--- config.mk ---
export PLATFORM = sky130hd
export DESIGN_NAME = seven_segment_hex_scan_serializer
export DESIGN_NICKNAME = d
export VERILOG_FILES = /design/src/rtl/core/ssd_pkg.sv /design/src/rtl/core/ssd_front.sv /design/src/rtl/core/ssd_queue.sv /design/src/rtl/core/ssd_back.sv /design/src/rtl/core/seven_segment_hex_scan_serializer.sv
export VERILOG_INCLUDE_DIRS = /design/src /design/src/rtl/core
export SDC_FILE = /design/constraint.sdc
export NUM_CORES = 1
export LEC_CHECK = 0
export BUFFER_PORTS_ARGS = -buffer_cell sky130_fd_sc_hd__buf_2
export CAP_MARGIN = 20
export CELL_PAD_IN_SITES_DETAIL_PLACEMENT = 1
export CELL_PAD_IN_SITES_GLOBAL_PLACEMENT = 1
export CORE_MARGIN = 1.5
export CORE_UTILIZATION = 52
export DETAILED_ROUTE_END_ITERATION = 10
export PLACE_DENSITY = 0.81
export REMOVE_ABC_BUFFERS = 1
export SLEW_MARGIN = 20
export SYNTH_ARGS = -nofsm -noshare
export SYNTH_HDL_FRONTEND = slang
export SYNTH_SLANG_ARGS = --single-unit
export TNS_END_PERCENT = 50
--- constraint.sdc ---
create_clock -name clk -period 3.7 [get_ports clk]
set_input_delay 0.37 -clock clk [delete_from_list [all_inputs] [get_ports clk]]
set_output_delay 0.37 -clock clk [all_outputs]
set_load 0.01 [all_outputs]
--- src/rtl/core/seven_segment_hex_scan_serializer_macros.svh ---
// assertion macros for the seven-segment scan serializer
`ifndef SEVEN_SEGMENT_HEX_SCAN_SERIALIZER_MACROS_SVH
`define SEVEN_SEGMENT_HEX_SCAN_SERIALIZER_MACROS_SVH

`ifndef SYNTHESIS
`define SSD_ASSERT_IMP(label, clk, rst_n, ante, cons) \
    label: assert property (@(posedge clk) disable iff (!rst_n) (ante) |-> (cons)) \
        else $error("ssd check failed");
`define SSD_ASSERT_NXT(label, clk, rst_n, ante, cons) \
    label: assert property (@(posedge clk) disable iff (!rst_n) (ante) |=> (cons)) \
        else $error("ssd check failed");
`else
`define SSD_ASSERT_IMP(label, clk, rst_n, ante, cons)
`define SSD_ASSERT_NXT(label, clk, rst_n, ante, cons)
`endif

`endif

--- src/rtl/core/ssd_pkg.sv ---
// shared types, constants and glyph tables for the scan serializer
package ssd_pkg;

    localparam int DIGIT_COUNT  = 4;
    localparam int SEGMENT_BITS = 8;
    localparam int SCAN_W       = (DIGIT_COUNT > 1) ? $clog2(DIGIT_COUNT) : 1;
    localparam int CNT_W        = $clog2(SEGMENT_BITS);
    localparam int EN_W         = 4;

    localparam logic REQ_REFRESH = 1'b0;
    localparam logic REQ_UPDATE  = 1'b1;

    localparam logic KIND_ERROR   = 1'b0;
    localparam logic KIND_CORRECT = 1'b1;

    localparam logic [1:0] MODE_DASH = 2'd0;
    localparam logic [1:0] MODE_HEX  = 2'd1;

    localparam logic [4:0] CODE_EIGHT = 5'd8;
    localparam logic [4:0] CODE_DASH  = 5'd10;

    typedef struct packed {
        logic                    blank;
        logic [SEGMENT_BITS-1:0] seg;
        logic [EN_W-1:0]         en;
    } job_t;

    function automatic logic [7:0] glyph(input logic [4:0] code);
        logic [7:0] g;
        unique case (code)
            5'd0:    g = 8'hC0;
            5'd1:    g = 8'hF9;
            5'd2:    g = 8'hA4;
            5'd3:    g = 8'hB0;
            5'd4:    g = 8'h99;
            5'd5:    g = 8'h92;
            5'd6:    g = 8'h82;
            5'd7:    g = 8'hF8;
            5'd8:    g = 8'h80;
            5'd9:    g = 8'h90;
            5'd10:   g = 8'hBF;
            5'd12:   g = 8'h86;
            5'd13:   g = 8'h88;
            5'd14:   g = 8'h46;
            5'd15:   g = 8'h00;
            5'd16:   g = 8'h8E;
            5'd17:   g = 8'h88;
            5'd18:   g = 8'h83;
            5'd19:   g = 8'hC6;
            default: g = 8'hFF;
        endcase
        return g;
    endfunction

    function automatic logic [4:0] nibble_code(input logic [3:0] nib);
        logic [4:0] c;
        unique case (nib)
            4'hA:    c = 5'd17;
            4'hB:    c = 5'd18;
            4'hC:    c = 5'd19;
            4'hD:    c = CODE_DASH;
            4'hE:    c = 5'd12;
            4'hF:    c = 5'd16;
            default: c = {1'b0, nib};
        endcase
        return c;
    endfunction

endpackage

--- src/rtl/core/ssd_front.sv ---
// front end: takes requests, keeps counts and digit codes, queues scan jobs
module ssd_front
(
    input  logic         clk,
    input  logic         rst_n,
    input  logic         cfg_wr_en,
    input  logic         cfg_wr_data,
    input  logic         req_fire,
    input  logic         req_type,
    input  logic         count_kind,
    input  logic [7:0]   count_value,
    input  logic [1:0]   display_mode,
    output logic         job_push,
    output ssd_pkg::job_t job
);
    import ssd_pkg::*;

    logic              display_enable_reg;
    logic [7:0]        correct_reg;
    logic [7:0]        correct_next;
    logic [7:0]        error_reg;
    logic [7:0]        error_next;
    logic [4:0]        codes_reg [DIGIT_COUNT];
    logic [4:0]        codes_next [DIGIT_COUNT];
    logic [SCAN_W-1:0] scan_reg;
    logic [SCAN_W-1:0] scan_next;
    logic              is_update;

    assign is_update = req_fire && (req_type == REQ_UPDATE);
    assign job_push  = req_fire && (req_type == REQ_REFRESH);

    always_comb
    begin
        correct_next = correct_reg;
        error_next   = error_reg;
        if (is_update)
        begin
            if (count_kind == KIND_CORRECT)
            begin
                correct_next = count_value;
            end
            else
            begin
                error_next = count_value;
            end
        end
    end

    always_comb
    begin
        for (int i = 0; i < DIGIT_COUNT; i++)
        begin
            codes_next[i] = codes_reg[i];
            if (is_update && display_mode == MODE_DASH)
            begin
                codes_next[i] = CODE_DASH;
            end
            else if (is_update && display_mode == MODE_HEX)
            begin
                if (i == 0)
                begin
                    codes_next[i] = nibble_code(correct_next[3:0]);
                end
                else if (i == 1)
                begin
                    codes_next[i] = nibble_code(correct_next[7:4]);
                end
                else if (i == 2)
                begin
                    codes_next[i] = nibble_code(error_next[3:0]);
                end
                else if (i == 3)
                begin
                    codes_next[i] = nibble_code(error_next[7:4]);
                end
            end
        end
    end

    // scan job for the current digit
    always_comb
    begin
        job.blank = !display_enable_reg;
        job.seg   = glyph(codes_reg[scan_reg]);
        if (int'(scan_reg) < EN_W)
        begin
            job.en = EN_W'(1) << scan_reg;
        end
        else
        begin
            job.en = '0;
        end
    end

    always_comb
    begin
        scan_next = scan_reg;
        if (job_push)
        begin
            if (!display_enable_reg || scan_reg == SCAN_W'(DIGIT_COUNT - 1))
            begin
                scan_next = '0;
            end
            else
            begin
                scan_next = scan_reg + 1'b1;
            end
        end
    end

    always_ff @(posedge clk or negedge rst_n)
    begin
        if (!rst_n)
        begin
            display_enable_reg <= 1'b1;
            correct_reg        <= '0;
            error_reg          <= '0;
            scan_reg           <= '0;
            for (int i = 0; i < DIGIT_COUNT; i++)
            begin
                codes_reg[i] <= CODE_EIGHT;
            end
        end
        else
        begin
            if (cfg_wr_en)
            begin
                display_enable_reg <= cfg_wr_data;
            end
            correct_reg <= correct_next;
            error_reg   <= error_next;
            scan_reg    <= scan_next;
            for (int i = 0; i < DIGIT_COUNT; i++)
            begin
                codes_reg[i] <= codes_next[i];
            end
        end
    end

endmodule

--- src/rtl/core/ssd_queue.sv ---
// two-entry job queue between front and back end
module ssd_queue
(
    input  logic          clk,
    input  logic          rst_n,
    input  logic          push,
    input  ssd_pkg::job_t push_job,
    input  logic          pop,
    output logic          full,
    output logic          not_empty,
    output ssd_pkg::job_t head
);
    import ssd_pkg::*;

    job_t       mem_reg [2];
    logic       wr_ptr_reg;
    logic       rd_ptr_reg;
    logic [1:0] count_reg;
    logic [1:0] count_next;

    assign full      = (count_reg == 2'd2);
    assign not_empty = (count_reg != 2'd0);
    assign head      = mem_reg[rd_ptr_reg];

    always_comb
    begin
        count_next = count_reg;
        if (push && !pop)
        begin
            count_next = count_reg + 2'd1;
        end
        else if (pop && !push)
        begin
            count_next = count_reg - 2'd1;
        end
    end

    always_ff @(posedge clk)
    begin
        if (push)
        begin
            mem_reg[wr_ptr_reg] <= push_job;
        end
    end

    always_ff @(posedge clk or negedge rst_n)
    begin
        if (!rst_n)
        begin
            wr_ptr_reg <= 1'b0;
            rd_ptr_reg <= 1'b0;
            count_reg  <= '0;
        end
        else
        begin
            if (push)
            begin
                wr_ptr_reg <= !wr_ptr_reg;
            end
            if (pop)
            begin
                rd_ptr_reg <= !rd_ptr_reg;
            end
            count_reg <= count_next;
        end
    end

endmodule

--- src/rtl/core/ssd_back.sv ---
// back end: serializes one segment byte per enabled job into the output register, one blank beat per blank job
module ssd_back
(
    input  logic          clk,
    input  logic          rst_n,
    input  logic          job_valid,
    input  ssd_pkg::job_t job,
    output logic          job_pop,
    output logic          m_axis_tvalid,
    input  logic          m_axis_tready,
    output logic [7:0]    m_axis_tdata,
    output logic          m_axis_tlast
);
    import ssd_pkg::*;

    logic                    busy_reg;
    logic [SEGMENT_BITS-1:0] seg_reg;
    logic [EN_W-1:0]         en_reg;
    logic [CNT_W-1:0]        cnt_reg;
    logic                    out_valid_reg;
    logic [7:0]              out_data_reg;
    logic                    out_last_reg;
    logic                    out_free;
    logic                    final_bit;

    assign out_free  = !out_valid_reg || m_axis_tready;
    assign job_pop   = !busy_reg && job_valid && out_free;
    assign final_bit = (cnt_reg == CNT_W'(SEGMENT_BITS - 1));

    assign m_axis_tvalid = out_valid_reg;
    assign m_axis_tdata  = out_data_reg;
    assign m_axis_tlast  = out_last_reg;

    // out_data: shift_valid, serial_bit, latch_pulse, digit_enable, pad
    always_ff @(posedge clk)
    begin
        if (busy_reg && out_free)
        begin
            seg_reg      <= seg_reg << 1;
            cnt_reg      <= cnt_reg + 1'b1;
            out_data_reg <= {1'b0, (final_bit ? en_reg : {EN_W{1'b0}}), final_bit,
                             seg_reg[SEGMENT_BITS-1], 1'b1};
            out_last_reg <= final_bit;
        end
        else if (job_pop)
        begin
            seg_reg <= job.seg << 1;
            en_reg  <= job.en;
            cnt_reg <= CNT_W'(1);
            if (job.blank)
            begin
                out_data_reg <= '0;
                out_last_reg <= 1'b1;
            end
            else
            begin
                out_data_reg <= {1'b0, {EN_W{1'b0}}, 1'b0, job.seg[SEGMENT_BITS-1], 1'b1};
                out_last_reg <= 1'b0;
            end
        end
    end

    always_ff @(posedge clk or negedge rst_n)
    begin
        if (!rst_n)
        begin
            busy_reg      <= 1'b0;
            out_valid_reg <= 1'b0;
        end
        else
        begin
            if (busy_reg && out_free)
            begin
                out_valid_reg <= 1'b1;
                if (final_bit)
                begin
                    busy_reg <= 1'b0;
                end
            end
            else if (job_pop)
            begin
                out_valid_reg <= 1'b1;
                busy_reg      <= !job.blank;
            end
            else if (m_axis_tready)
            begin
                out_valid_reg <= 1'b0;
            end
        end
    end

endmodule

--- src/rtl/core/seven_segment_hex_scan_serializer.sv ---
// top level of the seven-segment scan serializer
// Drives a four-digit multiplexed display through a serial-in, latched shift
// register. A count update request is absorbed in the cycle it is taken and
// produces no output. An enabled refresh request produces eight output beats,
// one segment bit each, most significant first and active low; the eighth
// beat carries latch_pulse, the one-hot digit drive and tlast. A refresh
// request while display_enable is 0 produces a single blank beat and restarts
// the scan. The bit serializer emits one beat per cycle unless tready holds it,
// and starts a job only after the last beat of the one before; a two-entry queue
// of refresh jobs lets requests keep arriving while beats wait on tready, until it is full.
`include "seven_segment_hex_scan_serializer_macros.svh"

module seven_segment_hex_scan_serializer
(
    input  logic        clk,
    input  logic        rst_n,
    input  logic        cfg_wr_en,
    input  logic        cfg_wr_data,
    input  logic        s_axis_tvalid,
    output logic        s_axis_tready,
    input  logic [15:0] s_axis_tdata,  // count_kind, count_value[7:0], display_mode[1:0], pad
    input  logic [0:0]  s_axis_tuser,  // req_type
    output logic        m_axis_tvalid,
    input  logic        m_axis_tready,
    output logic [7:0]  m_axis_tdata,  // shift_valid, serial_bit, latch_pulse, digit_enable[3:0]
    output logic        m_axis_tlast
);
    import ssd_pkg::*;

    logic       req_fire;
    logic       job_push;
    logic       job_pop;
    logic       q_full;
    logic       q_valid;
    job_t       new_job;
    job_t       head_job;
    logic [3:0] out_drive;

    assign s_axis_tready = !q_full;
    assign req_fire      = s_axis_tvalid && s_axis_tready;
    assign out_drive     = m_axis_tdata[6:3];

    ssd_front u_front
    (
        .clk          (clk),
        .rst_n        (rst_n),
        .cfg_wr_en    (cfg_wr_en),
        .cfg_wr_data  (cfg_wr_data),
        .req_fire     (req_fire),
        .req_type     (s_axis_tuser[0]),
        .count_kind   (s_axis_tdata[0]),
        .count_value  (s_axis_tdata[8:1]),
        .display_mode (s_axis_tdata[10:9]),
        .job_push     (job_push),
        .job          (new_job)
    );

    ssd_queue u_queue
    (
        .clk       (clk),
        .rst_n     (rst_n),
        .push      (job_push),
        .push_job  (new_job),
        .pop       (job_pop),
        .full      (q_full),
        .not_empty (q_valid),
        .head      (head_job)
    );

    ssd_back u_back
    (
        .clk           (clk),
        .rst_n         (rst_n),
        .job_valid     (q_valid),
        .job           (head_job),
        .job_pop       (job_pop),
        .m_axis_tvalid (m_axis_tvalid),
        .m_axis_tready (m_axis_tready),
        .m_axis_tdata  (m_axis_tdata),
        .m_axis_tlast  (m_axis_tlast)
    );

    `SSD_ASSERT_IMP(a_latch_is_last, clk, rst_n, m_axis_tvalid && m_axis_tdata[2], m_axis_tlast)
    `SSD_ASSERT_IMP(a_drive_only_on_latch, clk, rst_n, m_axis_tvalid && !m_axis_tdata[2], out_drive == 4'd0)
    `SSD_ASSERT_IMP(a_drive_onehot, clk, rst_n, m_axis_tvalid, $onehot0(out_drive))
    `SSD_ASSERT_NXT(a_pop_starts_beat, clk, rst_n, job_pop, m_axis_tvalid)

endmodule
==> key figures <==
STA
  • Period Utilization, post-route: 0.662
  • RSZ-0062 raised after global routing: false
  • Hold Fails Final Rpt: 5
  • Final Max Tran Viols: 0
  • Final setup violating endpoints: 0
  • WHS: -0.0228 ns
  • Final setup margin: 1.25 ns
  • Max-slew headroom: 0.505
  • Setup TNS: 0 ns
  • Min cycle time layout: 2.45 ns
  • Slew @ Worst Pin: 0.742 ns
  • Clock skew: 0.0135 ns
  • Fmax: 408 MHz

Detailed routing
  • Routed wire per std cell: 18.8 um
  • ANT nets after route: 0
  • Total Routed Length: 10.2 mm
  • Via Count: 3168
  • Via density: 5.82
  • Drt pass-1 iters: 5
  • DRC viols: 0
  • Initial DRC count: 103

Floorplan
  • Area of the die: 9700 sq um
  • Die H: 98.5 um
  • Boundary Pins: 34
  • Core ar.: 8760 sq um
  • Row cnt: 34
  • Initial Util: 0.541
  • Die W: 98.5 um

Logic synthesis
  • Synth top area share: 0.298
  • Register bit total from synthesis: 93
  • Post-synth EDFFs: 47
  • Ys async rst share: 0.484
  • Post-Synthesis Cell Area: 4740 sq um
  • Mean Syn Cell Area: 11.6 sq um
  • Post-synthesis sequential area ratio: 0.541
  • Synth area leaders: edfxtp_1 (30%), dfrtp_1 (21%), o21ai_0 (4.0%)
  • Mapped Cells: 410
  • Yosys warns: 0
  • Top FF cell, synth: edfxtp_1
  • Leading area contributor after synthesis: edfxtp_1
  • Synth cell types: 55

Hold path
  • Worst Hold Class: input port to asynchronous set/reset pin

Run status
  • Status: finished with violations
  • Failing checks: hold timing

Pwr
  • VDD IR max: 393 uV
  • Leak: 0.00211 uW
  • Power per cell area: 904 nW/um^2

Flow run
  • Max_cap viols: 0

Clock tree
  • CTS Buf Count: 9
  • # Post-CTS Setup Buffers: 0
  • CTS tree: done
  • Hold buffers post-CTS: 0
  • Clock Tree Buf Depth: 2
  • Clock Tree Root: clkbuf_8
  • Worst-Skew Late Latency: 0.37 ns
  • Reg clk slew, reported paths: 0.11 ns
  • Clock Sinks: 93
  • H-tree depth: 3
  • Post_cts resized: 0

Worst setup path
  • Critical Path Source Type: flip-flop
  • CP Max Fanout: 9
  • Setup Crit Path Kind: flip-flop to flip-flop
  • Critical Path RT: 3.90 ns
  • Critical Path AT: 2.65 ns
  • Critical Path Sink Type: flip-flop

Layout
  • Max reg flops: 26
  • NumNets Final: 468
  • Ant diodes: 0
  • Share of post-route cells with drive strength above 1: 0.170
  • Fin cells: 544
  • Core Util, Final: 0.585
  • Layout area overhead: 8.02%

Global route
  • Tot GR Track Use: 0.223
  • Largest net degree at the start of global routing: 46
  • GRT Residual Overflow: 0
  • Vias in the first global route: 3401
  • Global-route wire length before repair: 16.8 mm
  • Initial antenna violation count: 0

Placement
  • GP Congestion: 0.900
  • Dpl ws: 1.25 ns
  • DP HPWL: 7.50 mm
  • Port Buf Inserts: 27
  • Placed insts: 528
[cells in the mapped netlist (2+ instances only)]
cell type	n
nand3b_1	7
a32o_1	2
mux2_2	13
or3_1	3
o2111ai_1	4
nand3_1	8
o22a_1	6
nor2_1	16
and3b_1	3
and2_1	5
nand2b_1	11
o32ai_1	2
mux4_2	4
nand4_1	2
mux4_1	2
nand2_1	38
dfrtp_1	40
o21ai_0	38
a21o_1	2
buf_2	7
a22o_1	2
mux2i_1	17
o221ai_1	4
o21a_1	2
and3_1	4
buf_4	2
a21oi_1	16
dfstp_2	5
buf_6	4
edfxtp_1	47
nor2b_1	7
o21ai_1	5
a31oi_1	3
ha_1	14
clkbuf_1	7
inv_1	24
xnor2_1	8
o211ai_1	4
nor3_1	4
xor2_1	3
[critical path: stages, from the launching register on]
cell     delay [ns]
dfrtp_1        0.64
mux4_2         0.67
inv_1          0.22
ha_1           0.23
inv_1          0.05
o21ai_1        0.15
o31ai_1        0.09
a21oi_1        0.22
[metal layers]
layer	GRT usage	wire length, um
met1	0.258	4300
met2	0.414	5540
met3	0.0291	205
met4	0.0943	165
met5	0	0
[power by group]
group	switching (uW)	internal, uW	leakage [uW]
combinational	1070	828	0.00101
clock	408	304	0.000107
sequential	353	1660	0.000991
total	1830	2800	0.00211
[final timing paths]
kind                                       start                          to  slack [ns]  cells past startpoint
max                          u_front.scan_reg[0]       u_queue.mem_reg[0][4]        1.25                      7
min                                        rst_n      u_front.correct_reg[0]       -0.02                      1
max reg2reg                  u_front.scan_reg[0]       u_queue.mem_reg[0][4]        1.25                      7
min reg2reg                u_front.codes_reg[15]       u_front.codes_reg[15]        0.50                      2
max in group asynchronous                  rst_n       u_front.codes_reg[15]        3.29                      1
min in group clk                       cfg_wr_en  u_front.display_enable_reg        0.14                      2
[through the flow]
stage,total power (uW),instance area [sq um]
floorplan,3340,4620
global placement,3750,4910
detailed placement,3940,4910
CTS,4660,5120
global route,4950,5120
finish,4630,5120
[kinds of logic (layout without fill, tap and decap cells)]
| family | after synthesis | in the layout | share of synthesized area |
|---|---|---|---|
| buf+inv | 46 | 72 | 0.0462 |
| xor+xnor | 12 | 12 | 0.0237 |
| other cells | 1 | 1 | 0.000791 |
| fa+ha+maj | 14 | 14 | 0.0369 |
| simple gates | 113 | 113 | 0.129 |
| flops | 93 | 93 | 0.541 |
| mux | 37 | 37 | 0.0997 |
| compound gates | 94 | 94 | 0.123 |
[cell usage in the layout (no fill, tap or decap), types with 4 or more instances in the layout]
cell type and n:
xnor2_1 8, buf_2 26, nand2b_1 11, mux4_2 4
nor2b_1 7, nand3_1 8, inv_1 24, o21ai_1 5
edfxtp_1 47, nor3_1 4, o22a_1 6, clkbuf_8 9
mux2i_1 17, o2111ai_1 4, nand3b_1 7, and3_1 4
and2_1 5, a21oi_1 16, nor2_1 16, o211ai_1 4
dfrtp_1 40, nand2_1 38, o221ai_1 4, mux2_2 13
buf_4 4, dfstp_2 5, o21ai_0 38, ha_1 14
[final cells by class]
class	count	area (sq um)
clock buffer	10	149
clock inverter	6	57.6
fill	909	3640
inverter	26	97.6
multi-input combinational	271	1960
sequential	93	2560
tap	108	135
timing repair buffer	30	160
(Power assumes the default switching activity.)
